===== src/design/trapezoid_motion_profile_macros.svh =====
// assertion macros for the trapezoid motion profile block
`ifndef TRAPEZOID_MOTION_PROFILE_MACROS_SVH
`define TRAPEZOID_MOTION_PROFILE_MACROS_SVH

// same-cycle implication, checked outside reset
`define TMP_ASSERT_NOW(name, ante, cons) \
    name: assert property (@(posedge clk) disable iff (!rst_n) (ante) |-> (cons)) \
        else $error("tmp assertion failed");

// next-cycle implication, checked outside reset
`define TMP_ASSERT_NEXT(name, ante, cons) \
    name: assert property (@(posedge clk) disable iff (!rst_n) (ante) |=> (cons)) \
        else $error("tmp assertion failed");

`endif


===== src/design/tmp_pkg.sv =====
// shared types and constants of the trapezoid motion profile block
package tmp_pkg;

    localparam int FRAC_BITS = 16;
    localparam int VAL_W     = 31;
    localparam int TIME_W    = 32;
    localparam int SUM_W     = 33;
    localparam int PROD_W    = 62;
    localparam int SQ_W      = PROD_W - FRAC_BITS;
    localparam int DIV_W     = 48;
    localparam int CNT_W     = 6;
    localparam int IDX_W     = 3;

    localparam logic [VAL_W-1:0] VAL_MAX = {VAL_W{1'b1}};

    // register indexes
    localparam logic [IDX_W-1:0] IDX_ACCEL  = 3'd0;
    localparam logic [IDX_W-1:0] IDX_CRUISE = 3'd1;
    localparam logic [IDX_W-1:0] IDX_DIST   = 3'd2;
    localparam logic [IDX_W-1:0] IDX_START  = 3'd3;
    localparam logic [IDX_W-1:0] IDX_END    = 3'd4;

    // reset profile: accel 1.0, cruise 1.0, zero distance
    localparam logic [VAL_W-1:0] RST_ACCEL  = 31'd65536;
    localparam logic [VAL_W-1:0] RST_CRUISE = 31'd65536;
    localparam logic [VAL_W-1:0] RST_SEG_A  = 31'd65536;
    localparam logic [VAL_W-1:0] RST_SEG_D  = 31'd65536;
    localparam logic [VAL_W-1:0] RST_DIST_A = 31'd32768;
    localparam logic [SUM_W-1:0] RST_T2     = 33'd65536;
    localparam logic [SUM_W-1:0] RST_TT     = 33'd131072;

    typedef enum logic [2:0] {
        PH_BEFORE = 3'd0,
        PH_ACCEL  = 3'd1,
        PH_CRUISE = 3'd2,
        PH_DECEL  = 3'd3,
        PH_DONE   = 3'd4
    } phase_t;

    // configuration and derived segment data
    typedef struct packed {
        logic [VAL_W-1:0] accel;
        logic [VAL_W-1:0] vmax;
        logic [VAL_W-1:0] move_dist;
        logic [VAL_W-1:0] vstart;
        logic [VAL_W-1:0] vend;
        logic [VAL_W-1:0] seg_a;
        logic [VAL_W-1:0] dist_a;
        logic [SUM_W-1:0] t2;
        logic [SUM_W-1:0] tt;
        logic             err;
    } prof_cfg_t;

    // classified item between front and back
    typedef struct packed {
        phase_t           phase;
        logic [VAL_W-1:0] op_a;
        logic [VAL_W-1:0] op_sq;
        logic [VAL_W-1:0] op_lin;
    } item_t;

    function automatic logic [VAL_W-1:0] sat_val(input logic [63:0] v);
        logic [VAL_W-1:0] r;
        r = (v > 64'(VAL_MAX)) ? VAL_MAX : v[VAL_W-1:0];
        return r;
    endfunction

endpackage


===== src/design/tmp_in_if.sv =====
// input channel: one time point per item
interface tmp_in_if;
    logic        valid;
    logic        ready;
    logic [31:0] time_point;

    modport source (output valid, output time_point, input ready);
    modport sink (input valid, input time_point, output ready);
endinterface


===== src/design/tmp_front.sv =====
// front end: accepts time points, classifies the phase, queues items
module tmp_front
    import tmp_pkg::*;
(
    input  logic       clk,
    input  logic       rst_n,
    tmp_in_if.sink     in_ch,
    input  prof_cfg_t  cfg,
    input  logic       busy,
    input  logic       q_pop,
    output logic       q_valid,
    output item_t      q_item
);

    localparam int DEPTH = 4;
    localparam int PTR_W = 2;

    item_t            fifo_mem [DEPTH];
    logic [PTR_W-1:0] wr_ptr_reg, rd_ptr_reg;
    logic [PTR_W:0]   count_reg;
    item_t            cls;
    logic [SUM_W-1:0] t_ext;
    logic             push;

    // phase classification against the segment boundaries
    always_comb
    begin
        t_ext      = SUM_W'(in_ch.time_point[VAL_W-1:0]);
        cls.phase  = PH_DONE;
        cls.op_a   = '0;
        cls.op_sq  = '0;
        cls.op_lin = '0;
        if (in_ch.time_point[TIME_W-1])
        begin
            cls.phase = PH_BEFORE;
        end
        else if (t_ext < SUM_W'(cfg.seg_a))
        begin
            cls.phase  = PH_ACCEL;
            cls.op_a   = t_ext[VAL_W-1:0];
            cls.op_sq  = t_ext[VAL_W-1:0];
            cls.op_lin = t_ext[VAL_W-1:0];
        end
        else if (t_ext < cfg.t2)
        begin
            cls.phase  = PH_CRUISE;
            cls.op_lin = VAL_W'(t_ext - SUM_W'(cfg.seg_a));
        end
        else if (t_ext < cfg.tt)
        begin
            cls.phase = PH_DECEL;
            cls.op_a  = VAL_W'(t_ext - cfg.t2);
            cls.op_sq = VAL_W'(cfg.tt - t_ext);
        end
    end

    assign in_ch.ready = !busy && (count_reg != (PTR_W+1)'(DEPTH));
    assign push        = in_ch.valid && in_ch.ready;
    assign q_valid     = count_reg != '0;
    assign q_item      = fifo_mem[rd_ptr_reg];

    // queue storage
    always_ff @(posedge clk)
    begin
        if (push)
        begin
            fifo_mem[wr_ptr_reg] <= cls;
        end
    end

    // queue pointers and fill count
    always_ff @(posedge clk or negedge rst_n)
    begin
        if (!rst_n)
        begin
            wr_ptr_reg <= '0;
            rd_ptr_reg <= '0;
            count_reg  <= '0;
        end
        else
        begin
            if (push)
            begin
                wr_ptr_reg <= wr_ptr_reg + 1'b1;
            end
            if (q_pop)
            begin
                rd_ptr_reg <= rd_ptr_reg + 1'b1;
            end
            if (push && !q_pop)
            begin
                count_reg <= count_reg + 1'b1;
            end
            else if (!push && q_pop)
            begin
                count_reg <= count_reg - 1'b1;
            end
        end
    end

endmodule


===== src/flat_wrapper.sv =====
// flat-port wrapper written by rule: the top's interface ports become plain ports
module tmp_front_flat import tmp_pkg::*;
  (clk, rst_n, cfg, busy, q_pop, q_valid, q_item, in_ch_valid, in_ch_time_point, in_ch_ready);
  tmp_in_if in_ch_i ();
  input  logic clk;
  input  logic rst_n;
  input  prof_cfg_t cfg;
  input  logic busy;
  input  logic q_pop;
  output logic q_valid;
  output item_t q_item;
  input wire logic [$bits(in_ch_i.valid)-1:0] in_ch_valid;
  input wire logic [$bits(in_ch_i.time_point)-1:0] in_ch_time_point;
  output wire logic [$bits(in_ch_i.ready)-1:0] in_ch_ready;
  assign in_ch_i.valid = in_ch_valid;
  assign in_ch_i.time_point = in_ch_time_point;
  assign in_ch_ready = in_ch_i.ready;
  tmp_front u_core (.clk(clk), .rst_n(rst_n), .in_ch(in_ch_i), .cfg(cfg), .busy(busy), .q_pop(q_pop), .q_valid(q_valid), .q_item(q_item));
endmodule

===== config.mk =====
export PLATFORM = sky130hd
export DESIGN_NAME = tmp_front_flat
export DESIGN_NICKNAME = d
export VERILOG_FILES = /design/src/design/trapezoid_motion_profile_macros.svh /design/src/design/tmp_pkg.sv /design/src/design/tmp_in_if.sv /design/src/design/tmp_front.sv /design/src/flat_wrapper.sv
export SDC_FILE = /design/constraint.sdc
export NUM_CORES = 1
export LEC_CHECK = 0
export BUFFER_PORTS_ARGS = -buffer_cell sky130_fd_sc_hd__buf_2
export CORE_ASPECT_RATIO = 2
export CORE_MARGIN = 4
export CORE_UTILIZATION = 50
export DETAILED_ROUTE_END_ITERATION = 8
export GPL_ROUTABILITY_DRIVEN = 0
export GPL_TIMING_DRIVEN = 1
export PLACE_DENSITY = 0.82
export SLEW_MARGIN = 20
export SYNTH_ARGS = -nofsm -noshare
export SYNTH_HDL_FRONTEND = slang
export SYNTH_SLANG_ARGS = --single-unit

===== constraint.sdc =====
create_clock -name clk -period 4.1 [get_ports clk]
set_input_delay 0.205 -clock clk [delete_from_list [all_inputs] [get_ports clk]]
set_output_delay 0.205 -clock clk [all_outputs]
set_load 0.05 [all_outputs]

Word level (Yosys, flattened, before mapping)
Memory sizes are Yosys's and may differ from the RTL's. Index checks and enable logic that the tools add are counted.

ROM bits: 0. Memories: 1. Output and inout port bits: 98. Memory bits (writable): 384. Input port bits: 321. Flip-flop bits (word level): 7. Bits in latches: 0. Word-level logic and storage cells: 35.

Memory list: u_core.fifo_mem (depth 4, width 96, rd ports 1, clocked after memory_dff 0, wr ports 1, line tmp_front.sv:18) `item_t fifo_mem [DEPTH];`.

Add/subtract/negate cells: 7. Divide/modulo/power cells: 0. Shift-type cells: 0. Reductions and logical operators: 9. $mul: 0. Equal/unequal tests: 1. Bitwise operators: 0. Multiplexer cells: 11. $lt $le $gt $ge: 3.

Operator list (count): $mux W96 (1); $mux W93 (1); $sub A31 B31 Y31 (3); $lt A31 B33 Y1 (2); $mux W65 (1); $mux W62 (1); $lt A31 B31 Y1 (1); $mux W31 (1); $mux W3 (4); $add A2 B1 Y2 const B (2); $logic_and A1 B1 Y1 (4); $add A3 B1 Y3 const B (1); $logic_not A1 Y1 (3); $ne A3 B3 Y1 const B (1); $reduce_bool A3 Y1 (1); $sub A3 B1 Y3 const B (1); $mux W1 (2); $reduce_bool A2 Y1 (1).

Longest topological paths before layout
Depth after elaboration: 7. Depth in mapped cells: 13. Gate-level depth less buffers: 12.

Worst setup path before layout
No wires, ideal clock.

Path kind: reg-to-reg. Start point: register u_core.count_reg[0]. End point: memory u_core.fifo_mem[1][0] (netlist bit), enable pin. Path buffers: 0. Cell stages (with the launch flop): 4. Data required time: 3.634 ns. Arrival time: 3.786 ns. Setup time: 0.466 ns. Path slack: -0.152 ns. Clock period less this slack: 4.252 ns. Cell sequence: dfrtp_1 > nor2_1 > a21oi_1 > and3_1.

Longest elaborated chain between the ends: 5.

Ends and longest elaborated chain: from (decl) (line tmp_front.sv:20) `logic [PTR_W:0] count_reg;`; from (signal assigned) (line tmp_front.sv:92) `count_reg <= count_reg + 1'b1;`; from (signal assigned) (line tmp_front.sv:96) `count_reg <= count_reg - 1'b1;`; $ne A3 B3 Y1 (line tmp_front.sv:57) `assign in_ch.ready = !busy && (count_reg != (PTR_W+1)'(DEPTH));`; $logic_and A1 B1 Y1 (line tmp_front.sv:57); net in_ch_ready (line flat_wrapper.sv:14) `output wire logic [$bits(in_ch_i.ready)-1:0] in_ch_ready;`; $logic_and A1 B1 Y1 (line tmp_front.sv:58) `assign push = in_ch.valid && in_ch.ready;`; $mux W1 (line tmp_front.sv:65) `if (push)`; $mux W1 (implied by the code) (line tmp_front.sv:67) `fifo_mem[wr_ptr_reg] <= cls;`; to (decl) (line tmp_front.sv:18).

The timed path passes the listed nets, and every way through them passes these cells.

==> impl_metrics.csv <==
group,metric,value,unit
synth,synth_sequential_area_ratio,55.5,%
pwr,clkPwrFrac,21.8,%
global_routing,grt_max_degree,56,
critical_path,arrival,3.82,ns
die,num_io_pins,419,
critical_path,path_max_fanout,6,
sta,setup_tns,0,ns
global_routing,grt-ovfl-total,0,
finish,multi_input_area,8580,µm²
pwr,power_leakage,9.54,nW
die,die_h,298,µm
critical_path,critPathCaptureType,"register",
finish,fin_nets,2343,
critical_path,r2r-start,"u_core.count_reg[0]$_DFFE_PN0P_",
sta,slew_viol_final,0,
pwr,combinationalPowerShare,42.1,%
pwr,power_density,593,nW/µm²
global_routing,grt_pass1_vias,15300,
global_routing,grt_pass1_wl,89500,µm
route,wl_met3,5170,µm
clock_tree,clk_pin_slew_worst_paths,0.06,ns
finish,layout_commonest_cell,"edfxtp_1",
route,vias,15100,
finish,layout_common_cells,"edfxtp_1, buf_2, inv_1",
route,dr_wl_met2,28600,µm
die,row_count,106,
route,vias_per_cell,6.14,
pwr,p_sw_share,40.7,%
global_routing,antenna_found_initial,6,
synth,ys_types,68,
clock_tree,h-tree-depth,2,
sta,rsz0062_at_grt,"false",
route,drt-met1-wl,20500,µm
route,drt-pass1-iter-count,6,
critical_path,startpoint,"in_ch_time_point[0]",
finish,seqCellArea,11700,µm²
pwr,p_total,0.0144,W
finish,area_growth,15.5,%
clock_tree,cts_hold_buf,2,
synth,yosysTopAreaCell,"edfxtp_1",
place,placed_area,23200,µm²
route,drtIter0Drc,1368,
synth,synthesis.nets,2077,
route,avgRoutedWirePerCell,24.2,µm
pwr,power.internal,0.00856,W
finish,drive_gt1_share,23.9,%
die,die-area,45700,µm²
route,top_layer,"met5",
finish,design_area,24400,µm²
clock_tree,cts_resized,0,
synth,synth_area,21100,µm²
place,hpwlAfterDp,43500,µm
critical_path,start_kind,"input port",
synth,synth_edf_count,384,
finish,fin_util,58.3,%
finish,largest_reg_flops,384,
sta,post-route-min-period,3.57,ns
synth,yosysWarnings,0,
synth,synth-seq-cells,391,
outcome,outcome,"finished, final reports clean",
clock_tree,clock_path_buffers,3,
clock_tree,cts_tree,"done",
synth,synthFlopType,"edfxtp_1",
clock_tree,cts_sinks,391,
synth,synth_top_area_share,54.7,%
pwr,power.switching,0.00588,W
clock_tree,cts-buffers-inserted,35,
synth,netlist_instances,1624,
route,drt_wl_total,59600,µm
global_routing,grt_usage,25.6,%
route,postRouteAntennaNets,0,
pwr,seqPwrFrac,36.2,%
finish,fill_cells,3285,
min_path,hold_class,"in2async",
synth,synth.area.top_cells,"edfxtp_1, mux4_2, ha_1, a21oi_1, o21ai_0",
sta,fmax,280,MHz
sta,finalClockSkew,0.0173,ns
synth,async_flop_share,1.79,%
sta,setup_viol,0,
die,core,41800,µm²
clock_tree,clk-insertion-delay-late,0.53,ns
sta,maxSlewHeadroom,42.7,%
critical_path,path_class,"in2reg",
sta,tightestPinTransition,0.859,ns
die,fp.dieW,153,µm
pwr,vdd_drop_max,540,µV
sta,hold_viol,0,
critical_path,required,4.35,ns
clock_tree,post_cts_buffers,0,
die,initial_core_util,50.5,%
route,route.detailed.drc,0,
synth,synth_area_per_cell,13.0,µm²
place,port_buffers,231,
sta,post-route-period-util,87.2,%
job,maxCapViolCount,0,
clock_tree,cts_root_buf,"clkbuf_16",
per-layer routing:
layer / vias to the layer above / global-route usage, %
li1: 6734 / -
met1: 7246 / 29.9
met2: 891 / 42.4
met3: 240 / 4.67
met4: 4 / 18.3
met5: - / 0
kinds of logic (layout without fill, tap and decap cells):
family | count (synthesis) | count (layout) | synth area share, %
AOI/OAI and AO/OA | 404 | 404 | 12.0
xor gates and xnor gates | 74 | 74 | 3.07
adders and majority gates | 132 | 132 | 7.98
buffers and inverters | 213 | 506 | 3.86
DFF | 391 | 391 | 55.5
muxes | 99 | 99 | 10.4
other | 0 | 4 | 0
and+or+nand+nor | 311 | 311 | 7.11
area by class of cell:
cell class	count	share of cell area (%)
Sequential cell	391	48.1
Timing Repair Buffer	295	7.10
Tap cell	540	2.77
Antenna cell	4	0.0411
Multi-Input combinational cell	1020	35.2
Clock inverter	21	0.642
Clock buffer	43	3.85
Inverter	147	2.27
power by group through the flow:
stage	clock, W	sequential [W]	combinational, W
3_5_place_dp	0	0.00532	0.00612
5_1_grt	0.00339	0.00528	0.00641
6_report	0.00315	0.00522	0.00607
3_3_place_gp	0	0.00528	0.00605
2_1_floorplan	0	0.00509	0.00464
4_1_cts	0.00321	0.00523	0.00614
stage by stage:
step / setup WS [ns] / hold slack (ns) / std cells
2_1_floorplan: 0.903 / -0.0906 / 1624
3_3_place_gp: 0.269 / 0.0553 / 2391
3_5_place_dp: 0.140 / 0.0604 / 2391
4_1_cts: 0.693 / 0.0175 / 2457
5_1_grt: 0.443 / 0.0308 / 2457
6_report: 0.525 / 0.0408 / 2461
critical path, stage by stage:
cell and delay [ns]:
buf_2 0.13, inv_1 0.09, ha_1 0.23, fa_1 0.41, nand2b_1 0.20, a21o_1 0.18
a21oi_1 0.22, o2111ai_1 0.42, o21ai_0 0.77, a31oi_1 0.22, xor2_1 0.18, o21ai_0 0.55
path summary, 6_finish.rpt:
kind | endpoint | slack (ns) | cells after the start
max | u_core.fifo_mem[0][90]$_DFFE_PP_ | 0.53 | 12
min | u_core.rd_ptr_reg[0]$_DFFE_PN0P_ | 0.04 | 2
max reg2reg | u_core.fifo_mem[3][57]$_DFFE_PP_ | 1.57 | 4
min reg2reg | u_core.count_reg[2]$_DFFE_PN0P_ | 0.49 | 1
max in group asynchronous | u_core.rd_ptr_reg[1]$_DFFE_PN0P_ | 3.87 | 2
min in group clk | u_core.fifo_mem[2][0]$_DFFE_PP_ | 0.19 | 3
cell usage after synthesis (all sizes together), types with 19 or more instances:
master  number
nand2b      20
clkbuf      45
nand2      113
edfxtp     384
xnor2       40
ha         128
a21oi      122
mux4        96
o21a        20
nand3       37
a21o        27
o21ai      111
nor3        19
nor2        52
xor2        34
buf         21
inv        147
Note: power is estimated with default switching activity, not from simulation.
