$ cat src/design/trapezoid_motion_profile_macros.svh
// assertion macros for the trapezoid motion profile block
`ifndef TRAPEZOID_MOTION_PROFILE_MACROS_SVH
`define TRAPEZOID_MOTION_PROFILE_MACROS_SVH

// same-cycle implication, checked outside reset
`define TMP_ASSERT_NOW(name, ante, cons) \
    name: assert property (@(posedge clk) disable iff (!rst_n) (ante) |-> (cons)) \
        else $error("tmp assertion failed");

// next-cycle implication, checked outside reset
`define TMP_ASSERT_NEXT(name, ante, cons) \
    name: assert property (@(posedge clk) disable iff (!rst_n) (ante) |=> (cons)) \
        else $error("tmp assertion failed");

`endif

$ cat src/design/tmp_pkg.sv
// shared types and constants of the trapezoid motion profile block
package tmp_pkg;

    localparam int FRAC_BITS = 16;
    localparam int VAL_W     = 31;
    localparam int TIME_W    = 32;
    localparam int SUM_W     = 33;
    localparam int PROD_W    = 62;
    localparam int SQ_W      = PROD_W - FRAC_BITS;
    localparam int DIV_W     = 48;
    localparam int CNT_W     = 6;
    localparam int IDX_W     = 3;

    localparam logic [VAL_W-1:0] VAL_MAX = {VAL_W{1'b1}};

    // register indexes
    localparam logic [IDX_W-1:0] IDX_ACCEL  = 3'd0;
    localparam logic [IDX_W-1:0] IDX_CRUISE = 3'd1;
    localparam logic [IDX_W-1:0] IDX_DIST   = 3'd2;
    localparam logic [IDX_W-1:0] IDX_START  = 3'd3;
    localparam logic [IDX_W-1:0] IDX_END    = 3'd4;

    // reset profile: accel 1.0, cruise 1.0, zero distance
    localparam logic [VAL_W-1:0] RST_ACCEL  = 31'd65536;
    localparam logic [VAL_W-1:0] RST_CRUISE = 31'd65536;
    localparam logic [VAL_W-1:0] RST_SEG_A  = 31'd65536;
    localparam logic [VAL_W-1:0] RST_SEG_D  = 31'd65536;
    localparam logic [VAL_W-1:0] RST_DIST_A = 31'd32768;
    localparam logic [SUM_W-1:0] RST_T2     = 33'd65536;
    localparam logic [SUM_W-1:0] RST_TT     = 33'd131072;

    typedef enum logic [2:0] {
        PH_BEFORE = 3'd0,
        PH_ACCEL  = 3'd1,
        PH_CRUISE = 3'd2,
        PH_DECEL  = 3'd3,
        PH_DONE   = 3'd4
    } phase_t;

    // configuration and derived segment data
    typedef struct packed {
        logic [VAL_W-1:0] accel;
        logic [VAL_W-1:0] vmax;
        logic [VAL_W-1:0] move_dist;
        logic [VAL_W-1:0] vstart;
        logic [VAL_W-1:0] vend;
        logic [VAL_W-1:0] seg_a;
        logic [VAL_W-1:0] dist_a;
        logic [SUM_W-1:0] t2;
        logic [SUM_W-1:0] tt;
        logic             err;
    } prof_cfg_t;

    // classified item between front and back
    typedef struct packed {
        phase_t           phase;
        logic [VAL_W-1:0] op_a;
        logic [VAL_W-1:0] op_sq;
        logic [VAL_W-1:0] op_lin;
    } item_t;

    function automatic logic [VAL_W-1:0] sat_val(input logic [63:0] v);
        logic [VAL_W-1:0] r;
        r = (v > 64'(VAL_MAX)) ? VAL_MAX : v[VAL_W-1:0];
        return r;
    endfunction

endpackage

$ cat src/design/tmp_derive.sv
// configuration registers and segment time derivation with a shared divider
module tmp_derive
    import tmp_pkg::*;
(
    input  logic             clk,
    input  logic             rst_n,
    input  logic             cfg_we,
    input  logic [IDX_W-1:0] cfg_index,
    input  logic [VAL_W-1:0] cfg_data,
    output prof_cfg_t        cfg,
    output logic             busy
);

    typedef enum logic [8:0] {
        ST_IDLE   = 9'b000000001,
        ST_CHECK0 = 9'b000000010,
        ST_DIV_A  = 9'b000000100,
        ST_DIV_D  = 9'b000001000,
        ST_MUL_A  = 9'b000010000,
        ST_MUL_D  = 9'b000100000,
        ST_CHECK1 = 9'b001000000,
        ST_DIV_C  = 9'b010000000,
        ST_FIN    = 9'b100000000
    } dstate_t;

    dstate_t          state_reg;
    logic [VAL_W-1:0] accel_reg, vmax_reg, dist_reg, vs_reg, ve_reg;
    logic [VAL_W-1:0] seg_a_reg, seg_c_reg, seg_d_reg, dist_a_reg;
    logic [SUM_W-1:0] t2_reg, tt_reg;
    logic             err_reg;
    logic [DIV_W-1:0] num_reg;
    logic [VAL_W-1:0] rem_reg;
    logic [CNT_W-1:0] cnt_reg;
    logic [SQ_W-1:0]  da_full_reg, dd_full_reg;

    logic [VAL_W-1:0] den;
    logic [VAL_W:0]   trial;
    logic             ge;
    logic [VAL_W-1:0] rem_step;
    logic [DIV_W-1:0] num_step;
    logic [VAL_W-1:0] q_sat;
    logic             div_last;
    logic [VAL_W:0]   mul_a;
    logic [VAL_W-1:0] mul_b;
    logic [62:0]      prod;
    logic [SQ_W-1:0]  dist_ext;
    logic             too_short;
    logic [SQ_W-1:0]  cruise_dist;

    // restoring divider step, one quotient bit per cycle
    always_comb
    begin
        den      = (state_reg == ST_DIV_C) ? vmax_reg : accel_reg;
        trial    = {rem_reg, num_reg[DIV_W-1]};
        ge       = trial >= {1'b0, den};
        rem_step = ge ? VAL_W'(trial - {1'b0, den}) : trial[VAL_W-1:0];
        num_step = {num_reg[DIV_W-2:0], ge};
        q_sat    = (|num_step[DIV_W-1:VAL_W]) ? VAL_MAX : num_step[VAL_W-1:0];
        div_last = cnt_reg == CNT_W'(DIV_W - 1);
    end

    // shared multiplier for the ramp distances
    always_comb
    begin
        mul_a = (state_reg == ST_MUL_A) ? ({1'b0, vs_reg} + {1'b0, vmax_reg})
                                        : ({1'b0, ve_reg} + {1'b0, vmax_reg});
        mul_b = (state_reg == ST_MUL_A) ? seg_a_reg : seg_d_reg;
        prod  = 63'(mul_a) * 63'(mul_b);
    end

    // distance check before the cruise division
    always_comb
    begin
        dist_ext    = SQ_W'(dist_reg);
        too_short   = (da_full_reg > dist_ext) || (dd_full_reg > dist_ext - da_full_reg);
        cruise_dist = dist_ext - da_full_reg - dd_full_reg;
    end

    // register file and derivation sequencer
    always_ff @(posedge clk or negedge rst_n)
    begin
        if (!rst_n)
        begin
            state_reg   <= ST_IDLE;
            accel_reg   <= RST_ACCEL;
            vmax_reg    <= RST_CRUISE;
            dist_reg    <= '0;
            vs_reg      <= '0;
            ve_reg      <= '0;
            seg_a_reg   <= RST_SEG_A;
            seg_c_reg   <= '0;
            seg_d_reg   <= RST_SEG_D;
            dist_a_reg  <= RST_DIST_A;
            t2_reg      <= RST_T2;
            tt_reg      <= RST_TT;
            err_reg     <= 1'b1;
            num_reg     <= '0;
            rem_reg     <= '0;
            cnt_reg     <= '0;
            da_full_reg <= '0;
            dd_full_reg <= '0;
        end
        else if (cfg_we && (cfg_index <= IDX_END))
        begin
            case (cfg_index)
                IDX_ACCEL:  accel_reg <= cfg_data;
                IDX_CRUISE: vmax_reg  <= cfg_data;
                IDX_DIST:   dist_reg  <= cfg_data;
                IDX_START:  vs_reg    <= cfg_data;
                default:    ve_reg    <= cfg_data;
            endcase
            state_reg <= ST_CHECK0;
        end
        else
        begin
            case (state_reg)
                ST_CHECK0:
                begin
                    seg_a_reg  <= '0;
                    seg_c_reg  <= '0;
                    seg_d_reg  <= '0;
                    dist_a_reg <= '0;
                    rem_reg    <= '0;
                    cnt_reg    <= '0;
                    if ((accel_reg == '0) || (vmax_reg == '0))
                    begin
                        err_reg   <= 1'b1;
                        state_reg <= ST_FIN;
                    end
                    else
                    begin
                        err_reg <= (vs_reg > vmax_reg) || (ve_reg > vmax_reg);
                        num_reg <= (vs_reg <= vmax_reg)
                                   ? {1'b0, vmax_reg - vs_reg, 16'b0} : '0;
                        state_reg <= ST_DIV_A;
                    end
                end
                ST_DIV_A:
                begin
                    num_reg <= num_step;
                    rem_reg <= rem_step;
                    cnt_reg <= cnt_reg + 1'b1;
                    if (div_last)
                    begin
                        seg_a_reg <= q_sat;
                        num_reg   <= (ve_reg <= vmax_reg)
                                     ? {1'b0, vmax_reg - ve_reg, 16'b0} : '0;
                        rem_reg   <= '0;
                        cnt_reg   <= '0;
                        state_reg <= ST_DIV_D;
                    end
                end
                ST_DIV_D:
                begin
                    num_reg <= num_step;
                    rem_reg <= rem_step;
                    cnt_reg <= cnt_reg + 1'b1;
                    if (div_last)
                    begin
                        seg_d_reg <= q_sat;
                        state_reg <= ST_MUL_A;
                    end
                end
                ST_MUL_A:
                begin
                    da_full_reg <= prod[62:FRAC_BITS+1];
                    state_reg   <= ST_MUL_D;
                end
                ST_MUL_D:
                begin
                    dd_full_reg <= prod[62:FRAC_BITS+1];
                    state_reg   <= ST_CHECK1;
                end
                ST_CHECK1:
                begin
                    dist_a_reg <= da_full_reg[VAL_W-1:0];
                    rem_reg    <= '0;
                    cnt_reg    <= '0;
                    num_reg    <= {1'b0, cruise_dist[VAL_W-1:0], 16'b0};
                    if (too_short)
                    begin
                        err_reg   <= 1'b1;
                        state_reg <= ST_FIN;
                    end
                    else if (err_reg)
                    begin
                        state_reg <= ST_FIN;
                    end
                    else
                    begin
                        state_reg <= ST_DIV_C;
                    end
                end
                ST_DIV_C:
                begin
                    num_reg <= num_step;
                    rem_reg <= rem_step;
                    cnt_reg <= cnt_reg + 1'b1;
                    if (div_last)
                    begin
                        seg_c_reg <= q_sat;
                        state_reg <= ST_FIN;
                    end
                end
                ST_FIN:
                begin
                    t2_reg    <= SUM_W'(seg_a_reg) + SUM_W'(seg_c_reg);
                    tt_reg    <= SUM_W'(seg_a_reg) + SUM_W'(seg_c_reg) + SUM_W'(seg_d_reg);
                    state_reg <= ST_IDLE;
                end
                default:
                begin
                    state_reg <= ST_IDLE;
                end
            endcase
        end
    end

    // profile view for the datapath
    always_comb
    begin
        cfg.accel     = accel_reg;
        cfg.vmax      = vmax_reg;
        cfg.move_dist = dist_reg;
        cfg.vstart    = vs_reg;
        cfg.vend      = ve_reg;
        cfg.seg_a     = seg_a_reg;
        cfg.dist_a    = dist_a_reg;
        cfg.t2        = t2_reg;
        cfg.tt        = tt_reg;
        cfg.err       = err_reg;
        busy          = state_reg != ST_IDLE;
    end

endmodule

$ cat config.mk
export PLATFORM = sky130hd
export DESIGN_NAME = tmp_derive
export DESIGN_NICKNAME = d
export VERILOG_FILES = /design/src/design/trapezoid_motion_profile_macros.svh /design/src/design/tmp_pkg.sv /design/src/design/tmp_derive.sv
export SDC_FILE = /design/constraint.sdc
export NUM_CORES = 2
export LEC_CHECK = 0
export BUFFER_PORTS_ARGS = -buffer_cell sky130_fd_sc_hd__buf_2
export CAP_MARGIN = 20
export CORE_AREA = 2 2 375 377
export DETAILED_ROUTE_END_ITERATION = 8
export DIE_AREA = 0 0 377 379
export PLACE_DENSITY = 0.71
export SLEW_MARGIN = 5
export SYNTH_ARGS = -nofsm -noshare
export SYNTH_HDL_FRONTEND = slang
export SYNTH_SLANG_ARGS = --single-unit
$ cat constraint.sdc
create_clock -name clk -period 12.96 [get_ports clk]
set_clock_uncertainty 0.1 [all_clocks]
set_input_delay 0 -clock clk [delete_from_list [all_inputs] [get_ports clk]]
set_output_delay 0 -clock clk [all_outputs]
set_load 0.02 [all_outputs]
# Word level (Yosys, flattened, before mapping)

Cells that the tools add are included.

Reduce and logical (&&, ||, !) cells: 33
Equality and inequality tests: 21
Order comparisons: 8
Muxes and demuxes: 30
Multiply operators: 1
$add $sub $neg: 10
Bitwise logic cells: 2

Operator list:

| operator          | number |
|---|---|
| $pmux W31 S2      | 4 |
| $pmux W48 S4      | 1 |
| $mux W31          | 6 |
| $sub A31 B31 Y31  | 4 |
| $add A31 B31 Y32  | 3 |
| $mux W48          | 2 |
| $mux W47          | 2 |
| $pmux W31 S3      | 1 |
| $mul A32 B31 Y63  | 1 |
| $mux W9           | 7 |
| $pmux W9 S7       | 1 |
| $gt A31 B31 Y1    | 2 |
| $le A31 B31 Y1    | 2 |
| $logic_not A31 Y1 | 2 |
| $gt A46 B31 Y1    | 1 |
| $gt A46 B46 Y1    | 1 |
| $sub A31 B46 Y46  | 1 |
| $add A32 B31 Y33  | 1 |
| $ge A32 B31 Y1    | 1 |
| $mux W32          | 1 |
| $reduce_and A2 Y1 | 10 |
| $pmux W6 S3       | 1 |
| $reduce_and A3 Y1 | 6 |
| $reduce_or A17 Y1 | 1 |
| other kinds (29)  | 43 |

Input bits: 37
Word-level logic and storage cells: 123
Bits in registers: 532
Output and inout port bits: 285

# Logic depth before layout (Yosys ltp)

Depth after elaboration: 6
Depth in mapped cells: 51
Gate-level depth less buffers: 42

# Worst setup path after synthesis

OpenSTA, ideal clock, no wires.

Path type: register to register
Start: register state_reg[6]
End: register dd_full_reg[38]
Cell stages (with the launch flop): 45
Arrival time: 11.513 ns
Path buffers: 7
Data required time: 12.727 ns
Setup time: 0.133 ns
Period minus slack after synthesis: 11.746 ns
Path slack: 1.214 ns
Path through: dfrtp_1 -> buf_6 -> or3_4 -> or4_1 -> buf_2 -> clkbuf_1 -> clkbuf_1 -> clkbuf_1 -> o21ai_0 -> ha_1 -> a21o_1 -> a21oi_1 -> nor2b_1 -> o21a_1 -> o211ai_1 -> o311a_1 -> o21bai_1 -> a21oi_1 -> (+9 left out) -> fa_1 -> fa_1 -> fa_1 -> inv_1 -> fa_1 -> inv_1 -> ha_1 -> clkbuf_1 -> a21o_1 -> a21o_1 -> a21oi_1 -> o211ai_1 -> a41o_1 -> a221oi_1 -> o31ai_1 -> a21bo_2 -> xnor2_1 -> o21ai_0

Longest elaborated chain between the ends: 3
Elaborated cells on any way between the ends: 6
Those cells by class: mul (1); eq/ne (2); mux (2); reduce/logical (1)

RTL lines:

| element                                     | line                               | text |
|---|---|---|
| start, declared                             | tmp_derive.sv:26                   | `dstate_t state_reg;` |
| start signal, assigned                      | tmp_derive.sv:84                   | `state_reg <= ST_IDLE;` |
| start signal, assigned                      | tmp_derive.sv:112                  | `state_reg <= ST_CHECK0;` |
| start signal, assigned                      | tmp_derive.sv:128                  | `state_reg <= ST_FIN;` |
| $eq A9 B5 Y1                                | tmp_derive.sv:65, tmp_derive.sv:67 |  |
| $mux W32 / $mux W31 (equally long branches) | tmp_derive.sv:65, tmp_derive.sv:67 |  |
| $mul A32 B31 Y63                            | tmp_derive.sv:68                   | `prod = 63'(mul_a) * 63'(mul_b);` |
| end signal, assigned                        | tmp_derive.sv:171                  | `dd_full_reg <= prod[62:FRAC_BITS+1];` |
| end, declared                               | tmp_derive.sv:34                   | `logic [SQ_W-1:0] da_full_reg, dd_full_reg;` |

Several ways; a longest one is shown, not always the timed one.
A chain may end at the register's enable or synchronous reset.

# Worst setup path in the final report

Start: register state_reg[6]
End: register da_full_reg[41]

Longest elaborated chain between the ends: 3
Elaborated cells on any way between the ends: 5
Those cells by class: mul (1); eq/ne (1); mux (2); reduce/logical (1)

RTL lines:

| element                                     | line                                                  | text |
|---|---|---|
| $eq A9 B5 Y1 (*)                            | tmp_derive.sv:65, tmp_derive.sv:67, tmp_derive.sv:116 |  |
| $mux W32 / $mux W31 (equally long branches) | tmp_derive.sv:65, tmp_derive.sv:67                    |  |
| $mul A32 B31 Y63                            | tmp_derive.sv:68                                      |  |
| end signal, assigned                        | tmp_derive.sv:166                                     | `da_full_reg <= prod[62:FRAC_BITS+1];` |
| end, declared                               | tmp_derive.sv:34                                      |  |

Every way passes the cells marked *; elsewhere a longest branch is shown, timed or not.

==> summary.md <==
| Metric | Value |
|---|---|
| Skew-Pair Late Insertion Delay | slightly below 0.7 ns |
| Leakage | a little under 0.04 uW |
| DRC | 0 |
| Gp weighted congestion | 1.02 |
| Tmin final | between 10 and 15 ns |
| Clock Sinks | 531 |
| Reg-to-reg startpoint | state_reg[6]$_DFFE_PN0P_ |
| Pins over their slew limit | 0 |
| Top_reg_cell synth | dfrtp_1 |
| Max reg flops | 48 |
| Max Fclk | 0.0800 GHz |
| Vias in the first global route | 62,311 |
| Yosys top cell area share | 25.3% |
| Relative slew margins | 16.7% |
| Synthesized cell area | 0.0690 mm2 |
| Final hold vios | 0 |
| Main combinational cell family by area after synthesis | adder cells |
| Worst-margin pin slew | 1.23 ns |
| Top cells by count, synth | inv_1, nand2_1, fa_1, nor2_1, ha_1 |
| RSZ-0062 raised after global routing | no |
| # Max-Cap Violations | 0 |
| CTS tree | built |
| Drt wl/cell | 27.0 um |
| Die Ht | 379 um |
| Crit-path max cell delay | 0.92 ns |
| Final setup fails | 0 |
| Adder-Cell Fraction of Synth Area | 35.2% |
| #FFs+latches synth | 531 |
| Worst path most repeated cell | fa_1 |
| Htree depth | 3 |
| Port bufs | 320 |
| Hold Path Origin | cfg_data[0] |
| I/O Pins | between 300 and 400 |
| Largest cells by area after synthesis | fa_1, dfrtp_1, ha_1, inv_1, nand2_1 |
| Simple-gate share of the synthesized area | about 15% |
| Layout cells sized above 1 | 11.7% |
| Arrival time at the worst endpoint | 12.91 ns |
| Drt total wl | 270,000 um |
| Die Span X | 377 um |
| Inst Count DP | 9,843 |
| Crit path required time | ~13 ns |
| Setup CP Type | register to register |
| DRT Pass-1 Iters | 9 |
| Area share of xor/xnor cells in the synthesized design | 3.75% |
| Post-synthesis mux area share | about 4.3% |
| Syn_nets | between 9,000 and 10,000 |
| CTS buffer count | 66 |
| EDFF count, synth | 0 |
| Post-synthesis cell type count | 86 |
| Post-synthesis sequential area ratio | 19.3% |
| ANT nets after route | 0 |
| Tcrit/Tclk final | 96.4% |
| Clk pin slew, worst setup/hold paths | 0.07 ns |
| GRT overflow | 0 |
| Ys async rst share | 100% |
| First-pass GRT wire length | ~400,000 um |
| Hold Path Depth | 4 |
| Area grow syn2layout | 10.5% |
| Synth Area per Inst | around 8.7 um2 |
| Antenna violations before repair | 16 |
| PD cells | 120 mW/mm2 |
| Class of the worst hold path | input pin to register |
| Row count | 137 |
| Worst reg2reg setup slack | ~0.46 ns |
| Setup TNS | 0 ns |
| Cell taking the most area after synthesis | fa_1 |
| Top-count cell post-synth | inv_1 |
| Placed wire-length estimate | 212,000 um |
| Worst reg2reg path endpoint | da_full_reg[41]$_DFFE_PN0P_ |
| DR iter-0 viols | 6,064 |
| Fillers | 12,741 |
| Post-synthesis compound-gate area fraction | 14.3% |
| Vias per std cell | 6.15 |
| CP max FO | 16 |
| Non-filler cells, final | 10,013 |
| Hold Crit Endpoint | dist_reg[0]$_DFFE_PN0P_ |
| Nets | 9,613 |
| Run status | complete, no violations |
| Maximum vdd drop | between 0.15 and 0.2 mV |
| Slowest CP cell | xnor2_2 |
| CP Capture Type | register |
| Worst r2r path cells | 35 |
| Total GRT Usage | 37.9% |
| Core footprint | 0.139 mm2 |
| Die ar. | 0.143 mm2 |
| Ys Warns | 0 |
| Largest net degree at the start of global routing | about 170 |
| CTS Root Cell | clkbuf_16 |
| Deepest clock path buffer count | 3 |
| Starting Density | 49.7% |
| Post-Syn Instances | 7,926 |
| Via count | 61,592 |
| Crit path launch type | register |
[timing repair]
item	CTS	global route
hold endpoints to repair	263	0
resized for setup	0	12
hold buffers	42	0
buffers inserted	0	3
setup endpoints to repair	0	41
[how the worst max path moves through the flow]
stage	from	end	slack, ns
after global placement	state_reg[6]$_DFFE_PN0P_	dd_full_reg[43]$_DFFE_PN0P_	0.38
after floorplan	state_reg[6]$_DFFE_PN0P_	dd_full_reg[38]$_DFFE_PN0P_	1.21
after detailed placement	state_reg[6]$_DFFE_PN0P_	da_full_reg[39]$_DFFE_PN0P_	0.23
after CTS	state_reg[6]$_DFFE_PN0P_	da_full_reg[39]$_DFFE_PN0P_	0.18
after global routing	state_reg[6]$_DFFE_PN0P_	da_full_reg[28]$_DFFE_PN0P_	0.06
final	state_reg[6]$_DFFE_PN0P_	da_full_reg[41]$_DFFE_PN0P_	0.46
[logic make-up after synthesis]
logic type               count (synthesis)
multiplexers                           275
adder cells (fa/ha/maj)               1420
flip-flops                             531
AO/OA/AOI/OAI                         1552
AND/OR/NAND/NOR                       2328
buffers and inverters                 1523
other                                    1
XOR/XNOR                               296
[power by group]
group	internal [uW]	total (uW)	switching, uW	leakage, uW
registers	1840	2140	296	0.00671
clock network	1130	1930	801	0.00107
logic	1430	5050	3630	0.0307
[layout make-up]
| type | count | area (um2) | share of cell area (%) |
|---|---|---|---|
| antenna | 1 | 2.50 | 0.00328 |
| clock buffer | 91 | 1890 | 2.47 |
| clock inverter | 26 | 328 | 0.430 |
| inverter | 1102 | 4140 | 5.42 |
| multi-input combinational | 5874 | 50600 | 66.3 |
| sequential | 531 | 13300 | 17.4 |
| tap | 1807 | 2260 | 2.96 |
| timing repair buffer | 581 | 3780 | 4.95 |
[cells in the final DEF, fill, tap and decap left out, types with 61 or more instances in the layout]
cell,n
a21o_1,178
a21oi_1,299
a31oi_1,135
and2_1,61
buf_2,319
buf_4,211
clkbuf_16,67
dfrtp_1,522
fa_1,873
ha_1,547
inv_1,1102
mux2_2,187
mux2i_1,67
nand2_1,1060
nand3_1,113
nor2_1,582
nor3_1,164
o21ai_0,496
xnor2_1,166
xor2_1,113
[metal layers]
layer | part of all wire, % | vias to the layer above | wire (um) | track usage (%)
li1 | - | 26640 | - | -
met1 | 38 | 30749 | 103000 | 47.1
met2 | 45 | 3252 | 122000 | 60.0
met3 | 9.7 | 935 | 26200 | 9.39
met4 | 7.0 | 16 | 18900 | 22.0
met5 | 0.060 | - | 161 | 0.343
[metrics by stage]
stage | cell area [um2] | setup WS [ns] | power (uW) | hold slack (ns) | util, %
after global placement | 73400 | 0.379 | 6850 | 0.0225 | 52.9
after global routing | 76300 | 0.0648 | 9330 | 0.0863 | 55.0
final | 76300 | 0.462 | 9120 | 0.0643 | 55.0
after detailed placement | 73500 | 0.234 | 6900 | 0.0364 | 52.9
after floorplan | 69000 | 1.21 | 4600 | -0.396 | -
after CTS | 76100 | 0.179 | 8840 | 0.0319 | 54.8
[critical path, delay by kind of cell, from the launching register on]
family,cells,cell delay [ns]
xor gates and xnor gates,2,1.19
adders and majority gates,11,5.10
muxes,1,0.33
AOI/OAI and AO/OA,9,2.45
and+or+nand+nor,7,2.09
DFF,1,0.46
buffers and inverters,5,0.57
Note: power is estimated with default switching activity, not from simulation.
